<file path="src/rtl/core/retry_queue_with_backoff_core_macros.svh">
// Assertion helpers for the retry queue core.
`ifndef RETRY_QUEUE_WITH_BACKOFF_CORE_MACROS_SVH
`define RETRY_QUEUE_WITH_BACKOFF_CORE_MACROS_SVH

// Implication checked every clock outside reset.
`define RQB_ASSERT_IMP(label, clk, rst, cond, prop, msg) \
   label: assert property (@(posedge clk) disable iff (rst) (cond) |-> (prop)) \
      else $error(msg);

// Next-cycle implication checked outside reset.
`define RQB_ASSERT_NXT(label, clk, rst, cond, prop, msg) \
   label: assert property (@(posedge clk) disable iff (rst) (cond) |=> (prop)) \
      else $error(msg);

`endif

</file>
<file path="src/rtl/core/rqb_pkg.sv">
package rqb_pkg;

   localparam int unsigned OPCODE_W = 3;
   localparam int unsigned CFG_W = 16;
   localparam int unsigned CFG_IDX_W = 2;

   typedef enum logic [2:0] {
      OP_PUSH = 3'd0,
      OP_PUSH_RETRY = 3'd1,
      OP_POP = 3'd2,
      OP_SCAN = 3'd3,
      OP_CLEANUP = 3'd4,
      OP_TICK = 3'd5,
      OP_RSV6 = 3'd6,
      OP_RSV7 = 3'd7
   } opcode_type;

   typedef enum logic [1:0] {
      RK_STATUS = 2'd0,
      RK_POPPED = 2'd1,
      RK_RETRY = 2'd2,
      RK_DROPPED = 2'd3
   } result_kind_type;

   typedef enum logic [1:0] {
      ST_OK = 2'd0,
      ST_FULL = 2'd1,
      ST_EMPTY = 2'd2,
      ST_NULL = 2'd3
   } status_type;

   typedef enum logic [1:0] {
      CFG_BASE = 2'd0,
      CFG_CAP = 2'd1,
      CFG_LIMIT = 2'd2,
      CFG_AGE = 2'd3
   } cfg_index_type;

   typedef enum logic [1:0] {
      S_IDLE,
      S_WALK,
      S_SEND
   } state_type;

   typedef struct packed {
      logic [7:0] kind;
      logic [15:0] handle;
      logic [31:0] destination;
      logic [31:0] timestamp;
      logic [31:0] next_retry;
      logic [3:0] attempts;
      logic retry_enabled;
   } entry_type;

   // Per-cell control.
   typedef struct packed {
      logic load;
      logic rotate;
      logic update_head;
   } cell_ctrl_type;

   function automatic logic [31:0] sat_add32(input logic [31:0] a, input logic [31:0] b);
      logic [32:0] s;
      s = {1'b0, a} + {1'b0, b};
      return s[32] ? 32'hFFFF_FFFF : s[31:0];
   endfunction

endpackage

</file>
<file path="src/rtl/core/rqb_cell.sv">
module rqb_cell
   import rqb_pkg::*;
(
   input logic clock,
   input cell_ctrl_type ctrl,
   input entry_type load_data,
   input logic load_here,
   input entry_type neighbor,
   input entry_type head_update,
   output entry_type entry
);

   entry_type entry_ff;
   entry_type entry_in;

   // Rotate: each cell takes its upper neighbor; the cell at the top of the live part takes the head update.
   always_comb begin
      entry_in = entry_ff;
      if (ctrl.rotate) begin
         entry_in = neighbor;
      end else if (ctrl.load && load_here) begin
         entry_in = load_data;
      end else if (ctrl.update_head) begin
         entry_in = head_update;
      end
   end

   always_ff @(posedge clock) begin
      entry_ff <= entry_in;
   end

   assign entry = entry_ff;

endmodule

</file>
<file path="config.mk">
export PLATFORM = sky130hd
export DESIGN_NAME = rqb_cell
export DESIGN_NICKNAME = d
export VERILOG_FILES = /design/src/rtl/core/retry_queue_with_backoff_core_macros.svh /design/src/rtl/core/rqb_pkg.sv /design/src/rtl/core/rqb_cell.sv
export SDC_FILE = /design/constraint.sdc
export NUM_CORES = 1
export LEC_CHECK = 0
export ABC_AREA = 1
export BUFFER_PORTS_ARGS = -buffer_cell sky130_fd_sc_hd__buf_2
export CORE_AREA = 4 4 194 196
export CTS_BUF_LIST = sky130_fd_sc_hd__clkbuf_4
export DETAILED_ROUTE_END_ITERATION = 8
export DIE_AREA = 0 0 198 200
export PLACE_DENSITY = 0.53
export RECOVER_POWER = 100
export SLEW_MARGIN = 20
export SYNTH_ARGS = -nofsm -noshare
export SYNTH_HDL_FRONTEND = slang
export SYNTH_SLANG_ARGS = --single-unit
</file>
<file path="constraint.sdc">
create_clock -name clock -period 5.8 [get_ports clock]
set_input_delay 1.16 -clock clock [delete_from_list [all_inputs] [get_ports clock]]
set_output_delay 1.16 -clock clock [all_outputs]
set_load 0.01 [all_outputs]
</file>
==> results.toml, run 1 <==
[clock_network]
htree_levels = 4
post_cts_buffers = 0
ctsHoldBuffers = 0
cts_made_buffers = 17
cts_num_sinks = 125
cts-resized-gates = 0
clockBufferDepth = 2
cts.clk_slew.worst_paths_ns = 0.15
cts_tree = "done"
clock-root-buffer = "clkbuf_4"

[setup_path]
cp-end-kind = "flip-flop"
cp_max_fo = 65
required_ns = 6.10
crit_arrival_ns = 4.23
crit_end = "entry[60]$_DFFE_PP_"
critPathLaunchType = "primary input"
worstSetupPathType = "primary input to flip-flop"
crit_start = "load_here"

[global_route]
grt-busiest-layer = "met2"
antenna_found_initial = 6
gr-usage-met2_pct = 24.05
gr-total-overflow = 0
grt_pass1_vias = 8264
grt_pass1_wl_um = 45730
grtUsageTotal_pct = 14.75
use_met3_pct = 4.834
grt_max_degree = 126
grt_use_met1_pct = 18.17

[detailed_routing]
drt-initial-drc-count = 306
via_count = 8599
wl_um = 31860
route.detailed.drc = 0
ant_nets = 0
dr.pass1.iters = 5
avgViaCountPerCell = 4.251
routed_wire_length_per_instance_um = 15.75

[flow_run]
maxCapViolCount = 3

[power_and_ir_drop]
pwr-share-comb_pct = 23.3
finalPower_mw = 2.423
p_int_mw = 1.643
swShare_pct = 32.20
switching_power_mw = 0.7803
seqPwrFrac_pct = 47.8
peakVddDrop_uv = 97.27
leakage_nw = 6.068
p_per_area_nw_per_um2 = 225.9
pwr-share-clk_pct = 28.8

[sta]
finalSetupTns_ns = 0
slew_headroom_pct = -80.30
final.min_clock_period_ns = 3.928
fmax_mhz = 254.6
rsz0062_at_grt = "false"
final-setup-viol-count = 0
hold_ws_ns = 0.8722
finalHoldViolations = 0
period_share_pct = 67.72
slew_violations = 173
tightest_slew_ns = 2.704

[worst_hold_path]
worstHoldPathType = "primary input to flip-flop"

[yosys]
syn_nets = 1452
synth_seq_cells = 125
ys_seq_area_share_pct = 48.60
synth_cell_type_count = 11
syn-instance-count = 1072
synth_warnings = 0
syn-cell-area_sq_um = 7724
syn_avg_cell_area_sq_um = 7.205

[floorplanning]
start_util_pct = 21.40
die_h_um = 200
rows = 70
ios = 505
dieArea_sq_um = 39600
coreArea_sq_um = 36080
die_w_um = 198

[placed_design]
hpwl_um = 23670
placed_cell_area_sq_um = 10590
gp_congestion = 0.8911
port_buffers = 504

[finish]
final_nets = 1917
largest_register_ffs = 125
fillCellCount = 4070
final_cell_mix = "nand2_1 (376), buf_2 (376), inv_1 (250), nand3_1 (250), clkbuf_1 (129)"
fin_area_sq_um = 10730
final_layout_size_suffix_gt1_share_pct = 26.97
syn_to_final_growth_pct = 38.86
utilization_pct = 29.72

[run_status]
violations = "capacitance limit, slew limit"
status = "finished with violations"
## area by class of cell
class / count / area [sq um] / area share, %
flip-flops and latches: 125 / 3754 / 35.00
multi-input cells: 628 / 2678 / 24.96
repair buffers: 514 / 2446 / 22.81
inverters: 251 / 944.7 / 8.808
well taps: 468 / 585.6 / 5.460
clock inverters: 14 / 170.2 / 1.587
clock buffers: 18 / 135.1 / 1.260
diodes: 5 / 12.51 / 0.1167
## worst min-delay path by stage
stage                              from              endpoint  slack [ns]  cells past startpoint
after floorplan           neighbor[123]  entry[123]$_DFFE_PP_        1.34                      2
after global placement     neighbor[62]   entry[62]$_DFFE_PP_        1.43                      3
after detailed placement   neighbor[42]   entry[42]$_DFFE_PP_        1.44                      3
after CTS                  neighbor[28]   entry[28]$_DFFE_PP_        0.77                      3
after global routing       neighbor[28]   entry[28]$_DFFE_PP_        0.78                      3
final                      neighbor[48]   entry[48]$_DFFE_PP_        0.87                      3
## cell usage after synthesis
master	count	area, sq um
clkbuf_1	24	90.09
buf_4	10	75.07
buf_2	32	160.2
edfxtp_1	125	3754
buf_6	2	22.52
nand2_4	1	11.26
nand3_1	250	1251
inv_1	250	938.4
nand2_1	376	1411
inv_4	1	6.260
nor2_1	1	3.750
## cell families after synthesis
group | Yosys count | synth area share [%]
buffers and inverters | 319 | 16.73
DFF | 125 | 48.60
and+or+nand+nor | 628 | 34.67
## critical path, cell delays in order
cell and delay (ns):
clkbuf_1 0.11, nand2_1 1.67, buf_4 0.80, nand2_1 0.13, nand3_1 0.12, nand2_1 0.07
## through the flow
step	std cells	worst slack, ns
floorplan	1072	1.058
global placement	1986	2.597
detailed placement	1986	2.538
CTS	2018	3.220
global route	2023	1.617
finish	2023	1.872
## power groups by stage
stage	clock network (mW)	registers [mW]	logic [mW]
after floorplan	0	1.24	0.219
after global placement	0	1.17	0.599
after detailed placement	0	1.18	0.602
after CTS	0.741	1.16	0.602
after global routing	0.770	1.17	0.633
final	0.698	1.16	0.566
## metal layers
layer	share of wire, %	routed length [um]
met5	0.038	12
met4	2.4	769
met3	11	3405
met2	47	15070
met1	40	12600
(Power assumes the default switching activity.)
==> inputs of run 2 (changes only) <==
- PLACE_DENSITY: 0.53 -> 0.54
- clock period: 5.8 -> 3.2 ns (I/O delays scaled with it)
==> results.toml, run 2 (synthesized netlist as in run 1, its figures left out) <==
[run_status]
status = "finished with violations"
violations = "capacitance limit, slew limit"

[power_and_ir_drop]
finalPower_mw = 4.375
leakage_nw = 6.082
p_per_area_nw_per_um2 = 406.8
peakVddDrop_uv = 223.6

[setup_path]
worstSetupPathType = "primary input to flip-flop"
required_ns = 3.32
cp_top_family = "simple AND/OR/NAND/NOR gates"
crit_chain = "buf_4, nor2_1, nand2_4"
cp_max_fo = 125
critPathLaunchType = "primary input"
cp-end-kind = "flip-flop"
worst-path-buf-inv = 1
crit_arrival_ns = 2.52
slowest_delay_ns = 1.06
critPathSlowestCell = "nand2_4"

[detailed_routing]
routed_wire_length_per_instance_um = 15.32
route.detailed.drc = 0
wl_met2_um = 14880
via_count = 8389
met1_length_um = 12190
dr.max_layer_used = "met5"
wl_um = 30920
avgViaCountPerCell = 4.157
ant_nets = 0
drt-initial-drc-count = 330
dr.pass1.iters = 5
route.met3.wl_um = 2962

[global_route]
grt_pass1_wl_um = 45410
grt_max_degree = 126
gr-total-overflow = 0
antenna_found_initial = 5
grtUsageTotal_pct = 14.67
grt_pass1_vias = 8297

[finish]
final_common_cell = "buf_2"
largest_register_ffs = 125
final_nets = 1913
final_layout_size_suffix_gt1_share_pct = 27.10
final_cell_mix = "buf_2 (376), nand2_1 (375), inv_1 (250), nand3_1 (250)"
fin_area_sq_um = 10760
syn_to_final_growth_pct = 39.25
regArea_sq_um = 3754
multiInputGateArea_sq_um = 2685
fillCellCount = 4091

[placed_design]
port_buffers = 504
gp_congestion = 0.8506
placed_cell_area_sq_um = 10600
hpwl_um = 22380

[clock_network]
cts.clk_slew.worst_paths_ns = 0.13
cts_made_buffers = 17
cts-resized-gates = 0
htree_levels = 4
ctsHoldBuffers = 0
post_cts_buffers = 0
cts_tree = "done"
clock-root-buffer = "clkbuf_4"
cts_num_sinks = 125
clockBufferDepth = 2

[sta]
rsz0062_at_grt = "false"
fmax_mhz = 417.0
final.min_clock_period_ns = 2.398
slew_headroom_pct = -21.36
tightest_slew_ns = 1.820
finalHoldViolations = 0
slew_violations = 126
final-setup-viol-count = 0
period_share_pct = 74.93
finalSetupTns_ns = 0

[floorplanning]
die_w_um = 198
rows = 70
dieArea_sq_um = 39600
ios = 505
die_h_um = 200
start_util_pct = 21.40
coreArea_sq_um = 36080

[flow_run]
maxCapViolCount = 1

[worst_hold_path]
worstHoldPathType = "primary input to flip-flop"
## run 2: stage by stage
step / util [%] / std cells / worst slack, ns / hold WS (ns)
after global placement: 29.38 / 1982 / 0.7766 / 0.9128
after global routing: 29.80 / 2017 / 0.8008 / 0.2761
after floorplan: - / 1072 / 0.2578 / 0.8217
after detailed placement: 29.38 / 1982 / 0.7466 / 0.9152
final: 29.81 / 2018 / 0.8021 / 0.3702
after CTS: 30.24 / 2014 / 1.272 / 0.2598
## run 2: per-layer routing
metal | track usage (%) | vias to the layer above
met1 | 17.78 | 3738
li1 | - | 4213
met3 | 4.632 | 36
met5 | 0 | -
met2 | 24.56 | 400
met4 | 5.509 | 2
## run 2: path summary, 6_finish.rpt
| kind | startpoint | to | depth (start not counted) |
|---|---|---|---|
| worst max-delay path | ctrl[1] | entry[73]$_DFFE_PP_ | 3 |
| worst min-delay path | neighbor[43] | entry[43]$_DFFE_PP_ | 3 |
## run 2: area by class of cell
type	instances	share of cell area, %
clock buffer	19	1.326
antenna	4	0.09307
sequential	125	34.90
multi-input combinational	628	24.97
inverter	251	8.772
clock inverter	13	1.547
timing repair buffer	510	22.95
tap	468	5.444
## run 2: where the power goes
group          leakage [nW]  switching (mW)  internal, mW
clock                 0.149           0.693         0.561
sequential             1.30          0.0662          2.04
combinational          4.63           0.626         0.387
==> inputs of run 3 (changes only) <==
- clock period: 3.2 -> 2.1 ns (I/O delays scaled with it)
==> results.toml, run 3 (synthesized netlist as in run 1, its figures left out) <==
[run_status]
status = "finished with violations"
violations = "capacitance limit, slew limit"

[floorplanning]
start_util_pct = 21.40
coreArea_sq_um = 36080
dieArea_sq_um = 39600
die_h_um = 200
rows = 70
ios = 505
die_w_um = 198

[finish]
multiInputGateArea_sq_um = 2678
syn_to_final_growth_pct = 44.95
utilization_pct = 31.03
final_cell_mix = "nand2_1 (376), buf_2 (376), inv_1 (250), nand3_1 (250)"
largest_register_ffs = 125
final_layout_size_suffix_gt1_share_pct = 26.96
final_nets = 1958
fillCellCount = 3932
regArea_sq_um = 3754

[power_and_ir_drop]
switching_power_mw = 2.028
pwr-share-comb_pct = 25.3
seqPwrFrac_pct = 49.2
pwr-share-clk_pct = 25.5
leakage_nw = 6.304
peakVddDrop_uv = 290.5
p_per_area_nw_per_um2 = 581.4
swShare_pct = 31.15
p_int_mw = 4.481

[setup_path]
required_ns = 2.53
cp-end-kind = "flip-flop"
worstSetupPathType = "primary input to flip-flop"
critPathLaunchType = "primary input"
cp_max_fo = 125
crit_arrival_ns = 2.39

[sta]
period_share_pct = 93.16
rsz0062_at_grt = "false"
slew_headroom_pct = -2.846
tightest_slew_ns = 1.543
slew_violations = 126
finalHoldViolations = 0
hold_ws_ns = 0.1197
final.min_clock_period_ns = 1.956
finalSetupTns_ns = 0
final-setup-viol-count = 0
fmax_mhz = 511.1

[clock_network]
cts_made_buffers = 17
htree_levels = 4
ctsHoldBuffers = 33
cts-resized-gates = 0
cts_tree = "done"
post_cts_buffers = 0
clock-root-buffer = "clkbuf_4"
cts.clk_slew.worst_paths_ns = 0.12
cts_num_sinks = 125
clockBufferDepth = 2

[detailed_routing]
avgViaCountPerCell = 4.239
dr.pass1.iters = 5
routed_wire_length_per_instance_um = 14.82
route.detailed.drc = 0
wl_um = 30520
drt-initial-drc-count = 401
ant_nets = 0
via_count = 8733

[global_route]
grt_pass1_wl_um = 44190
gr-total-overflow = 0
antenna_found_initial = 2
grtUsageTotal_pct = 14.38
grt_max_degree = 126
grt_pass1_vias = 8435

[worst_hold_path]
worstHoldPathType = "primary input to flip-flop"

[flow_run]
maxCapViolCount = 1

[placed_design]
hpwl_um = 23170
port_buffers = 504
gp_congestion = 0.9029
## run 3: per-layer routing
metal	global-route usage, %	share of wire [%]	vias to the layer above
met3	4.297	11	62
li1	-	-	4304
met1	16.68	38	3903
met5	0	0.043	-
met4	7.345	3.9	2
met2	24.20	48	462
## run 3: power by group through the flow
stage / Sequential, mW / Combinational (mW) / Clock [mW]
finish: 3.20 / 1.65 / 1.66
detailed placement: 3.25 / 1.70 / 0
floorplan: 3.42 / 0.607 / 0
global route: 3.23 / 1.83 / 1.87
CTS: 3.20 / 1.75 / 1.78
global placement: 3.25 / 1.70 / 0
## run 3: worst max-delay path, cell delays in order
cell,delay [ns]
buf_4,0.18
inv_4,0.05
clkbuf_4,1.12
nand3_1,0.36
nand2_1,0.15
## run 3: final timing paths
check	start	endpoint	slack [ns]	depth (start not counted)
worst max-delay path	ctrl[1]	entry[101]$_DFFE_PP_	0.14	5
worst min-delay path	neighbor[6]	entry[6]$_DFFE_PP_	0.12	3
## run 3: cell type report
| class | count | share of cell area, % |
|---|---|---|
| Sequential cell | 125 | 33.53 |
| Timing Repair Buffer | 555 | 26.48 |
| Multi-Input combinational cell | 628 | 23.92 |
| Inverter | 251 | 8.438 |
| Tap cell | 468 | 5.230 |
| Clock buffer | 19 | 1.274 |
| Clock inverter | 13 | 1.118 |
| Antenna cell | 1 | 0.02235 |
## run 3: through the flow
stage | area [sq um] | power, mW | std cells | setup WS (ns)
final | 11200 | 6.509 | 2060 | 0.1436
after global routing | 11200 | 6.934 | 2060 | 0.1911
after CTS | 11380 | 6.729 | 2059 | 0.3340
after detailed placement | 10780 | 4.954 | 1994 | 0.3888
after global placement | 10780 | 4.950 | 1994 | 0.3957
after floorplan | 7731 | 4.026 | 1072 | 0.02786
